### src/rpbd_pkg.sv
`timescale 1ns / 1ps

package rpbd_pkg;

    localparam logic [7:0] PIX_THRESH = 8'd128;
    localparam logic [4:0] HDR_BITS   = 5'd16;
    localparam int         BYTE_BITS  = 8;

    typedef enum logic [2:0] {
        PH_HEADER  = 3'd0,
        PH_META    = 3'd1,
        PH_PAYLOAD = 3'd2,
        PH_DONE    = 3'd3,
        PH_ERROR   = 3'd4
    } t_phase;

    typedef struct packed {
        logic [7:0] pixel;
        logic       restart;
    } t_in;

    typedef struct packed {
        logic [BYTE_BITS-1:0] data_byte;
        logic                 section;
        logic                 last;
        logic                 error;
    } t_out;

endpackage

### src/redundant_pixel_bit_demodulator_core.sv
`timescale 1ns / 1ps
// A pixel transfer that completes a byte (or the header error) shows its
// result on o_out in the cycle after the transfer.
// Throughput: one pixel per cycle; the single output register is the only buffer,
// so input stalls only while that register holds a result that is stalled.
// Reset (i_rst_n low, synchronous): decode state to header phase, counters clear,
// payload_bits to 0, output register empty.
module redundant_pixel_bit_demodulator_core
    import rpbd_pkg::*;
#(
    parameter int REPEAT_COUNT = 3
) (
    input  logic        i_clk,
    input  logic        i_rst_n,
    input  logic        i_in_valid,
    output logic        o_in_stall,
    input  t_in         i_in,
    output logic        o_out_valid,
    input  logic        i_out_stall,
    output t_out        o_out,
    input  logic        i_cfg_valid,
    output logic        o_cfg_ready,
    input  logic [31:0] i_cfg_data
);

    localparam logic [5:0] L_REPEAT = 6'(REPEAT_COUNT);
    localparam logic [5:0] L_HALF   = 6'(REPEAT_COUNT / 2);

    logic [31:0] r_payload_bits;
    t_phase      r_phase,       n_phase;
    logic [5:0]  r_ones_count,  n_ones_count;
    logic [5:0]  r_pix_in_grp,  n_pix_in_grp;
    logic [15:0] r_meta_length, n_meta_length;
    logic [31:0] r_bit_counter, n_bit_counter;
    logic [7:0]  r_byte_shift,  n_byte_shift;
    logic        r_out_valid,   n_out_valid;
    t_out        r_out,         n_out;

    t_phase      w_ph;
    logic [5:0]  w_ones;
    logic [5:0]  w_pig;
    logic [15:0] w_meta;
    logic [31:0] w_cnt;
    logic [7:0]  w_shift;
    logic [5:0]  w_ones_inc;
    logic [5:0]  w_pig_inc;
    logic [31:0] w_cnt_inc;
    logic [7:0]  w_shift_nx;
    logic [31:0] w_whole;
    logic        w_bit;
    logic        w_in_xfer;
    logic        w_emit;

    assign o_in_stall  = r_out_valid & i_out_stall;
    assign w_in_xfer   = i_in_valid & ~o_in_stall;
    assign o_cfg_ready = 1'b1;
    assign o_out_valid = r_out_valid;
    assign o_out       = r_out;
    assign w_whole     = {r_payload_bits[31:3], 3'b000};

    always_comb begin
        n_phase       = r_phase;
        n_ones_count  = r_ones_count;
        n_pix_in_grp  = r_pix_in_grp;
        n_meta_length = r_meta_length;
        n_bit_counter = r_bit_counter;
        n_byte_shift  = r_byte_shift;
        n_out_valid   = r_out_valid & i_out_stall;
        n_out         = r_out;
        w_emit        = 1'b0;
        w_bit         = 1'b0;

        if (i_in.restart) begin
            w_ph    = PH_HEADER;
            w_ones  = '0;
            w_pig   = '0;
            w_meta  = '0;
            w_cnt   = '0;
            w_shift = '0;
        end else begin
            w_ph    = r_phase;
            w_ones  = r_ones_count;
            w_pig   = r_pix_in_grp;
            w_meta  = r_meta_length;
            w_cnt   = r_bit_counter;
            w_shift = r_byte_shift;
        end
        w_ones_inc = w_ones + {5'b0, (i_in.pixel > PIX_THRESH)};
        w_pig_inc  = w_pig + 6'd1;
        w_cnt_inc  = w_cnt + 32'd1;

        if (w_in_xfer) begin
            n_phase       = w_ph;
            n_ones_count  = w_ones;
            n_pix_in_grp  = w_pig;
            n_meta_length = w_meta;
            n_bit_counter = w_cnt;
            n_byte_shift  = w_shift;
            n_out_valid   = 1'b0;
            if (w_ph == PH_HEADER || w_ph == PH_META || w_ph == PH_PAYLOAD) begin
                if (w_pig_inc < L_REPEAT) begin
                    n_ones_count = w_ones_inc;
                    n_pix_in_grp = w_pig_inc;
                end else begin
                    w_bit         = (w_ones_inc > L_HALF);
                    n_ones_count  = '0;
                    n_pix_in_grp  = '0;
                    n_bit_counter = w_cnt_inc;
                    case (w_ph)
                        PH_HEADER: begin
                            n_meta_length = w_meta | (16'(w_bit) << w_cnt[3:0]);
                            if (w_cnt_inc >= {27'b0, HDR_BITS}) begin
                                n_bit_counter = '0;
                                if (n_meta_length[2:0] != 3'b000) begin
                                    n_phase = PH_ERROR;
                                    w_emit  = 1'b1;
                                    n_out   = '{data_byte: '0, section: 1'b0,
                                                last: 1'b0, error: 1'b1};
                                end else if (n_meta_length != 16'd0) begin
                                    n_phase = PH_META;
                                end else if (w_whole != 32'd0) begin
                                    n_phase = PH_PAYLOAD;
                                end else begin
                                    n_phase = PH_DONE;
                                end
                            end
                        end
                        PH_META: begin
                            n_byte_shift = {w_shift[6:0], w_bit};
                            if (w_cnt_inc[2:0] == 3'b000) begin
                                n_byte_shift = '0;
                                w_emit       = 1'b1;
                                n_out        = '{data_byte: {w_shift[6:0], w_bit},
                                                 section: 1'b0, last: 1'b0, error: 1'b0};
                                if (w_cnt_inc >= {16'b0, w_meta}) begin
                                    n_bit_counter = '0;
                                    if (w_whole == 32'd0) begin
                                        n_out.last = 1'b1;
                                        n_phase    = PH_DONE;
                                    end else begin
                                        n_phase = PH_PAYLOAD;
                                    end
                                end
                            end
                        end
                        default: begin
                            n_byte_shift = {w_shift[6:0], w_bit};
                            if (w_cnt_inc[2:0] == 3'b000) begin
                                n_byte_shift = '0;
                                w_emit       = 1'b1;
                                n_out        = '{data_byte: {w_shift[6:0], w_bit},
                                                 section: 1'b1,
                                                 last: (w_cnt_inc >= w_whole),
                                                 error: 1'b0};
                                if (w_cnt_inc >= w_whole) begin
                                    n_phase = PH_DONE;
                                end
                            end
                        end
                    endcase
                end
            end
            n_out_valid = w_emit;
        end
    end

    assign w_shift_nx = {w_shift[6:0], w_bit};

    always_ff @(posedge i_clk) begin
        if (!i_rst_n) begin
            r_payload_bits <= '0;
            r_phase        <= PH_HEADER;
            r_ones_count   <= '0;
            r_pix_in_grp   <= '0;
            r_meta_length  <= '0;
            r_bit_counter  <= '0;
            r_byte_shift   <= '0;
            r_out_valid    <= 1'b0;
        end else begin
            if (i_cfg_valid && o_cfg_ready) begin
                r_payload_bits <= i_cfg_data;
            end
            r_phase       <= n_phase;
            r_ones_count  <= n_ones_count;
            r_pix_in_grp  <= n_pix_in_grp;
            r_meta_length <= n_meta_length;
            r_bit_counter <= n_bit_counter;
            r_byte_shift  <= n_byte_shift;
            r_out_valid   <= n_out_valid;
        end
    end

    always_ff @(posedge i_clk) begin
        if (w_emit) begin
            r_out <= n_out;
        end
    end

    a_err_clean: assert property (@(posedge i_clk) disable iff (!i_rst_n)
        (r_out_valid && r_out.error) |->
            (r_out.data_byte == '0 && !r_out.section && !r_out.last))
        else $error("error result carries nonzero fields");

    a_last_done: assert property (@(posedge i_clk) disable iff (!i_rst_n)
        (w_emit && n_out.last) |=> (r_phase == PH_DONE))
        else $error("last byte did not end decode");

    a_grp_bound: assert property (@(posedge i_clk) disable iff (!i_rst_n)
        (r_ones_count <= r_pix_in_grp) && (r_pix_in_grp < L_REPEAT))
        else $error("vote counters out of range");

    a_shift_tie: assert property (@(posedge i_clk) disable iff (!i_rst_n)
        (w_in_xfer && w_emit && !n_out.error) |-> (n_out.data_byte == w_shift_nx))
        else $error("emitted byte differs from shift register");

endmodule
### config.mk
export PLATFORM = sky130hd
export DESIGN_NAME = redundant_pixel_bit_demodulator_core
export DESIGN_NICKNAME = d
export VERILOG_FILES = /design/src/rpbd_pkg.sv /design/src/redundant_pixel_bit_demodulator_core.sv
export SDC_FILE = /design/constraint.sdc
export NUM_CORES = 1
export LEC_CHECK = 0
export BUFFER_PORTS_ARGS = -buffer_cell sky130_fd_sc_hd__buf_2
export CORE_ASPECT_RATIO = 1.5
export CORE_MARGIN = 2
export CORE_UTILIZATION = 40
export DETAILED_ROUTE_END_ITERATION = 10
export HOLD_SLACK_MARGIN = 0.02
export PLACE_DENSITY_LB_ADDON = 0.05
export SLEW_MARGIN = 10
export SYNTH_ARGS = -nofsm -noshare
export SYNTH_HDL_FRONTEND = slang
export SYNTH_SLANG_ARGS = --single-unit
### constraint.sdc
create_clock -name i_clk -period 5.65 [get_ports i_clk]
set_clock_uncertainty 0.2 [all_clocks]
set_input_delay 0.2825 -clock i_clk [delete_from_list [all_inputs] [get_ports i_clk]]
set_output_delay 0.2825 -clock i_clk [all_outputs]
set_load 0.02 [all_outputs]
After elaboration in Yosys (flattened, before gate mapping)
Index checks and enable logic that the tools add are counted.
- flip-flop bits (word level): 115
- input bits: 46
- $add $sub $neg: 3
- $lt $le $gt $ge: 6
- equality and inequality tests: 5
- shift operators: 1
- mux-type cells: 50
- bitwise gates (word level): 5
- reduce and logical (&&, ||, !) cells: 10
- operator list (cell ; count):
    2-to-1 mux 32 bit ; 6
    2-to-1 mux 16 bit ; 4
    one-hot mux 32 bit (2 select lines) ; 1
    2-to-1 mux 11 bit ; 4
    2-to-1 mux 8 bit ; 5
    2-to-1 mux 6 bit ; 6
    adder 32 x 1 -> 32 bit (second input constant) ; 1
    >= comparator 32 x 16 -> 1 bit ; 1
    >= comparator 32 bit ; 1
    >= comparator 32 x 5 -> 1 bit (second input constant) ; 1
    zero test 32 bit ; 1
    nonzero test 32 bit ; 1
    2-to-1 mux 3 bit ; 9
    one-hot mux 11 bit (2 select lines) ; 1
    OR 16 bit ; 1
    nonzero test 16 bit ; 1
    << shifter 1 x 4 -> 16 bit ; 1
    2-to-1 mux 1 bit ; 12
    > comparator 8 bit (second input constant) ; 1
    AND reduction 8 bit ; 1
    adder 6 x 1 -> 6 bit ; 1
    adder 6 x 1 -> 6 bit (second input constant) ; 1
    > comparator 6 x 1 -> 1 bit (second input constant) ; 1
    zero test 3 bit ; 2
    other kinds (11) ; 16

Longest topological paths before layout
Gate-level depths: netlist of the first run.
- depth after elaboration: 13
- gate-level depth with buffers: 21
- depth with buffers taken out: 19

Least setup slack after synthesis of the first run
OpenSTA, ideal clock, no wires.
- path type: input -> register
- start: input port i_in[0] (netlist name)
- end: register r_out_valid, in the netlist o_out_valid
- data arrival time: 4388 ps
- required time: 5335 ps
- path slack: 947 ps
- stages on the path: 17
- buffers on the path: 6
- path through: clkbuf_1 > clkbuf_1 > clkbuf_1 > buf_1 > buf_1 > buf_1 > nor2b_1 > ha_1 > ha_1 > nand3_1 > xor2_1 > o221ai_1 > a211oi_1 > o2111a_1 > a211oi_1 > o21a_1 > o21a_1
- cells in the longest elaborated chain, start to end: 12
- elaborated cells on any way between the ends: 27
- those cells by class: add/sub: 3; order compare: 3; eq/ne: 2; shift: 1; mux: 12; bitwise: 1; reduce/logical: 5
- ends and longest elaborated chain (item ; RTL line ; source):
    start, declared ; redundant_pixel_bit_demodulator_core.sv:17 ; input t_in i_in,
    branches (longest 10 deep; another with adder 32 x 1 -> 32 bit) ; n/a ;
    2-to-1 mux 1 bit * ; redundant_pixel_bit_demodulator_core.sv:100 ; if (w_ph == PH_HEADER || w_ph == PH_META || w_ph == PH_PAYLOAD) begin
    2-to-1 mux 1 bit * ; redundant_pixel_bit_demodulator_core.sv:92 ; if (w_in_xfer) begin
    end signal, assigned ; redundant_pixel_bit_demodulator_core.sv:189 ; r_out_valid <= n_out_valid;
    end, declared ; redundant_pixel_bit_demodulator_core.sv:36 ; logic r_out_valid, n_out_valid;
Every way passes the cells marked *.
A chain may end at the register's enable or synchronous reset.

Worst setup path after layout of the first run
- start: register r_bit_counter[1]
- end: register r_bit_counter[17]
- cells in the longest elaborated chain, start to end: 8
- elaborated cells on any way between the ends: 11
- those cells by class: add/sub: 1; order compare: 2; mux: 7; reduce/logical: 1
- ends and longest elaborated chain (item ; RTL line ; source):
    start, declared ; redundant_pixel_bit_demodulator_core.sv:34 ; logic [31:0] r_bit_counter, n_bit_counter;
    start signal, assigned ; redundant_pixel_bit_demodulator_core.sv:187 ; r_bit_counter <= n_bit_counter;
    2-to-1 mux 32 bit * ; redundant_pixel_bit_demodulator_core.sv:73 ; if (i_in.restart) begin
    adder 32 x 1 -> 32 bit * ; redundant_pixel_bit_demodulator_core.sv:90 ; w_cnt_inc = w_cnt + 32'd1;
    >= comparator 32 x 16 -> 1 bit ; redundant_pixel_bit_demodulator_core.sv:135 ; if (w_cnt_inc >= {16'b0, w_meta}) begin
    2-to-1 mux 32 bit ; redundant_pixel_bit_demodulator_core.sv:135 ;
    2-to-1 mux 32 bit ; redundant_pixel_bit_demodulator_core.sv:130 ; if (w_cnt_inc[2:0] == 3'b000) begin
    one-hot mux 32 bit (2 select lines) * ; redundant_pixel_bit_demodulator_core.sv:109 ; case (w_ph)
    2-to-1 mux 32 bit * ; redundant_pixel_bit_demodulator_core.sv:101 ; if (w_pig_inc < L_REPEAT) begin
    2-to-1 mux 32 bit * ; redundant_pixel_bit_demodulator_core.sv:100 ;
Mark *: on every way between the ends. The rest lies on a longest branch, timed or not.

==> results of run 1 <==
cell families after synthesis:
group	after synthesis
other	1
flip-flops	111
AND/OR/NAND/NOR	332
buffers and inverters	96
XOR/XNOR	30
adder cells (fa/ha/maj)	51
AO/OA/AOI/OAI	167
multiplexers	32
path summary, 6_finish.rpt:
check	startpoint	endpoint	slack, ps	depth (start not counted)
worst max-delay path	r_bit_counter[1]	r_bit_counter[17]	930	13
worst min-delay path	i_out_stall	o_out_valid	80	4
worst max register to register	r_bit_counter[1]	r_bit_counter[17]	930	13
worst min register to register	r_ones_count[0]	r_ones_count[0]	250	2
cell usage after synthesis (all sizes together) (4+ instances only):
master	count	area, sq um
nor3	23	115
clkbuf	29	109
and4	8	72.6
nor2	106	398
a31oi	8	50.1
a21o	10	75.1
and3	10	62.6
o21a	6	45.0
ha	51	638
xor2	10	87.6
nand3	19	95.1
inv	52	195
o211ai	6	45.0
nand4	26	175
a21oi	34	170
a22oi	23	173
nor2b	16	100
nor4	21	174
and2	10	62.6
o2111ai	4	35.0
a211oi	5	37.5
xnor2	20	175
o21ai	22	110
a22o	20	175
edfxtp	11	330
dfxtp	100	2000
a32oi	6	52.6
nand2	72	270
buf	15	100
mux2i	32	320
layout make-up:
type / instances / area [sq um]
clock buffers: 9 / 225
clock inverters: 7 / 71.3
fillers: 1653 / 8920
inverters: 52 / 195
multi-input cells: 613 / 4100
flip-flops and latches: 111 / 2330
well taps: 210 / 263
repair buffers: 97 / 663
what timing repair did:
action | in CTS | in global routing
hold endpoints to repair | 29 | 0
resized for setup | 0 | 0
hold buffers | 29 | 0
worst max-delay path: stages, from the launching register on:
cell,delay (ps)
dfxtp_1,540
nor2b_1,300
ha_1,370
nand2_1,170
nor4_4,150
buf_4,220
xnor2_1,230
nor2_1,150
or4b_2,600
nor4_1,450
buf_4,240
a21o_1,350
and4_4,480
a22o_1,190
cells in the final DEF, fill, tap and decap left out, drive strengths merged, types with 3 or more instances in the layout:
master,synthesis,final
edfxtp,11,11
o21ai,22,22
xor2,10,10
nor2b,16,16
a22oi,23,23
nand2b,3,3
or2,3,3
o2111ai,4,4
xnor2,20,20
nor2,106,106
buf,15,68
nor4,21,21
a32oi,6,6
a31oi,8,8
nand2,72,72
a31o,3,3
o31ai,3,3
nand4,26,26
or4,3,3
dlygate4sd3,0,29
a211oi,5,5
o211ai,6,6
o21a,6,6
nand3,19,19
nor3,23,23
and2,10,10
a21o,10,10
and3,10,10
mux2i,32,32
inv,52,57
nor3b,3,3
a21oi,34,34
clkbuf,29,9
ha,51,51
a22o,20,20
dfxtp,100,100
and4,8,8
metrics by stage:
step	area, sq um	std cells	utilization [%]
finish	7850	1099	46.8
global route	7850	1099	46.8
CTS	7850	1099	46.8
detailed placement	7260	1054	43.3
global placement	7260	1054	43.3
floorplan	6830	820	-
sequential cells by signal, summed over array words and instances (netlist names):
signal	flops
r_bit_counter	32
r_payload_bits	29
o_out	11
r_meta_length	16
r_pix_in_grp	6
o_out_valid	1
r_phase	3
r_ones_count	6
r_byte_shift	7
where the power goes:
group | switching, mW | internal (mW)
combinational | 0.0927 | 0.0673
sequential | 0.0114 | 0.807
clock | 0.335 | 0.316
routing by layer:
layer,GRT usage (%),share of wire (%),vias up
met5,0,0,-
met4,10.2,3.0,0
met2,40.0,52,130
met1,24.4,42,2944
li1,-,-,3091
met3,2.07,2.1,35
==> results.toml, run 1 <==
[yosys]
ys_seq_area_share_pct = 34.1
netlist_area_sq_um = 6830
synthDistinctLibCells = 69
ys_warn_count = 0
synthAdderAreaFrac_pct = 9.34
synth_area_per_cell_sq_um = 8.33
synth_compound_area_share_pct = 17.2
synth_mux_area_share_pct = 4.69
synth_seq_cells = 111
yosys.area_share.simple_pct = 24.8
synth_edf_count = 11
synthesis.nets = 917
synth_xor_area_share_pct = 3.85
synth_top_family_by_area = "simple AND/OR/NAND/NOR gates"
netlist_instances = 820
synthFlopType = "dfxtp_1"
synthArstFlopShare_pct = 0

[global_route]
grt_pass1_wl_mm = 31.1
grt_usage_pct = 21.4
overflow = 0
grt_antenna_before_repair = 0
grt_max_degree = 69
grt_pass1_vias = 6077

[power]
leakage_nw = 3.20
fin_total_pwr_mw = 1.63
vdd_drop_max_v = 0.000116
p_per_area_nw_per_um2 = 208

[sta]
layout_min_cycle_time_ps = 4720
timing.hold.ws_ps = 83.1
hold_viol_final = 0
worst_pin_slew_ps = 1100
period_share_pct = 83.5
slew_violations = 0
relSlewSlack_pct = 26.2
setup_violations = 0
fmax_mhz = 212
worst_slack_ps = 933
tns_ps = 0
grt_setup_unrepaired = "no"

[status]
status = "completed"

[final_layout]
insertedDiodeCount = 0
synthToLayoutAreaGrowth_pct = 14.8
drive_above_1_share_pct = 11.4
nNetsFinal = 981

[floorplan]
rows = 58
start_util_pct = 40.8
design.core.area_sq_um = 16800
die_width_um = 111
dieArea_sq_um = 18200
dieHeight_um = 164
ioPinCount = 60

[detailed_routing]
firstDrtPassIters = 5
drt_iter0_markers = 400
via_count = 6200
antenna_left = 0
drc = 0
routedWlPerCell_um = 17.4
wirelength_mm = 19.2
vias_per_cell = 5.64

[critical_path]
cp-end-kind = "flop"
critPathMaxFanout = 19
arrival_ps = 4820
critPathKind = "reg -> reg"
cp.required_ps = 5750
critPathLaunchType = "flop"

[clock_tree]
cts_tree = "yes"
clk_pin_slew_ps = 80
cts_setup_buffers = 0
worstSkewPairLatency_ps = 370
cts.sink_count = 111
cts_max_level = 3
cts_root_buf = "clkbuf_16"
clockBufferDepth = 2
cts_made_buffers = 9

[placement]
hpwl_mm = 14.3
pre_cts_ws_ps = 825
routabilityCongestion = 0.909
place.port_buffers = 55

[job]
maxCapViolations = 0

[hold_path]
holdCritPathClass = "in -> reg"
(Power assumes the default switching activity.)
==> run 2, diff against run 1 <==
clock period = 3.8 ns   (was 5.65 ns; I/O delays follow)
==> run 2 against run 1 <==
Effect of this change:
- the flow now finishes with violations (negative setup slack)
- global-route usage rose by 1.6 points
- critical path depth rose by 1
- first-iteration DRC count fell by 24%
- final area rose by 17%
- critical endpoint is now o_out[1]
- largest cell class unchanged
- largest power group unchanged
==> results.toml, run 2 (synthesis gave the netlist of run 1 again) <==
[detailed_routing]
antenna_left = 0
wirelength_mm = 21.2
drc = 0
via_count = 6677
routedWlPerCell_um = 17.4
drt_iter0_markers = 305
firstDrtPassIters = 4
vias_per_cell = 5.47

[critical_path]
cp_common_cell = "a21o_1"
slowest_stage = "or4_4"
cp-end-kind = "flop"
critPathLaunchType = "flop"
arrival_ps = 3770
critPathMaxFanout = 3
crit_family = "compound AO/OA/AOI/OAI gates"
critPathBufInv = 0
slowest_delay_ps = 590
path_depth = 14
critPathKind = "reg -> reg"
crit_chain = "nand4_4 > or4_4 > nor4_4 > xnor2_1 > nor2_1 > ha_1 > a21o_1 > a21o_1 > a21o_1 > a21o_1 > a211o_1 > o211ai_1 > nand3_1 > a32o_1"
rr_worst_depth = 14
cp.required_ps = 3710

[global_route]
grt_usage_pct = 23.0
grt_pass1_vias = 6582
grt_max_degree = 66
grt_antenna_before_repair = 0
grt_pass1_wl_mm = 33.3
overflow = 0

[clock_tree]
cts_tree = "yes"
clk_pin_slew_ps = 80
cts_root_buf = "clkbuf_16"
cts_max_level = 3
clockBufferDepth = 2
worstSkewPairLatency_ps = 360
cts_made_buffers = 9
cts.sink_count = 111

[placement]
place_inst = 1155
place.port_buffers = 55
hpwl_mm = 16.0
routabilityCongestion = 0.861
placed_area_sq_um = 8130

[floorplan]
dieArea_sq_um = 18200
design.core.area_sq_um = 16800
start_util_pct = 40.8
dieHeight_um = 164
die_width_um = 111
ioPinCount = 60
rows = 58

[final_layout]
nFillCells = 1605
nNetsFinal = 1102
synthToLayoutAreaGrowth_pct = 34.3
design_area_sq_um = 9180
final_cells = 1220
insertedDiodeCount = 0
drive_above_1_share_pct = 27.1
multi_input_area_sq_um = 4380
largest_register = "r_bit_counter"
reg.largest.list = "r_bit_counter x32, r_payload_bits x29, r_meta_length x16"
regArea_sq_um = 2350
largest_reg_flops = 32
final_cell_mix = "120 x buf_4, 100 x nor2_1, 87 x dfxtp_1"
layout_commonest_cell = "buf_4"

[power]
leakage_nw = 3.99
fin_total_pwr_mw = 2.52
p_per_area_nw_per_um2 = 275
vdd_drop_max_v = 0.000227

[hold_path]
holdCritPathClass = "in -> reg"
whs_path_depth = 4

[status]
failed_checks = "negative setup slack"
status = "finished, violations left"

[sta]
relSlewSlack_pct = 23.1
worst_pin_slew_ps = 1150
hold_viol_final = 0
grt_setup_unrepaired = "yes"
layout_min_cycle_time_ps = 3860
slew_violations = 0
fmax_mhz = 259
tns_ps = -117
setup_violations = 2
worst_slack_ps = -59.4
period_share_pct = 102

[job]
maxCapViolations = 0
## run 2: final timing paths
kind | from | end | slack, ps
worst max-delay path | r_bit_counter[10] | o_out[1] | -60
worst min-delay path | i_in_valid | r_bit_counter[22] | 220
worst max register to register | r_bit_counter[10] | o_out[1] | -60
worst min register to register | r_ones_count[0] | r_ones_count[0] | 250
## run 2: layout make-up
| type | count | share of cell area, % |
|---|---|---|
| clock buffer | 11 | 2.77 |
| clock inverter | 5 | 0.695 |
| inverter | 52 | 2.13 |
| multi-input combinational | 613 | 47.7 |
| sequential | 111 | 25.7 |
| tap | 210 | 2.86 |
| timing repair buffer | 218 | 18.2 |
## run 2: what timing repair did
item | in CTS | in global routing
gates cloned | 0 | 1
setup buffers | 5 | 14
endpoints found under the setup margin | 27 | 32
gates resized for setup | 19 | 41
hold endpoints to repair | 32 | 0
hold buffers | 31 | 0
pin swaps | 4 | 44
## run 2: power breakdown
part | internal [mW] | switching [mW] | total, mW
clock | 0.559 | 0.469 | 1.03
sequential | 1.20 | 0.0180 | 1.22
combinational | 0.126 | 0.148 | 0.274
## run 2: stage by stage
stage | util [%] | hold WS (ps) | worst slack [ps]
after floorplan | - | 137 | 15.3
after global placement | 48.5 | 227 | -394
after detailed placement | 48.5 | 233 | -479
after CTS | 52.9 | 202 | -66.7
after global routing | 54.7 | 265 | -221
final | 54.7 | 219 | -59.4
## run 2: metal layers
metal,vias to the layer above,share of wire [%],track usage (%)
met5,-,0,0
met4,0,3.5,10.2
met3,40,3.1,2.29
met2,147,52,43.8
met1,3166,41,25.8
li1,3324,-,-
## run 2: tightest hold or removal path, cell delays in order
cell and delay, ps:
buf_2 80, nand2_1 190, a21oi_1 190, a21oi_1 80
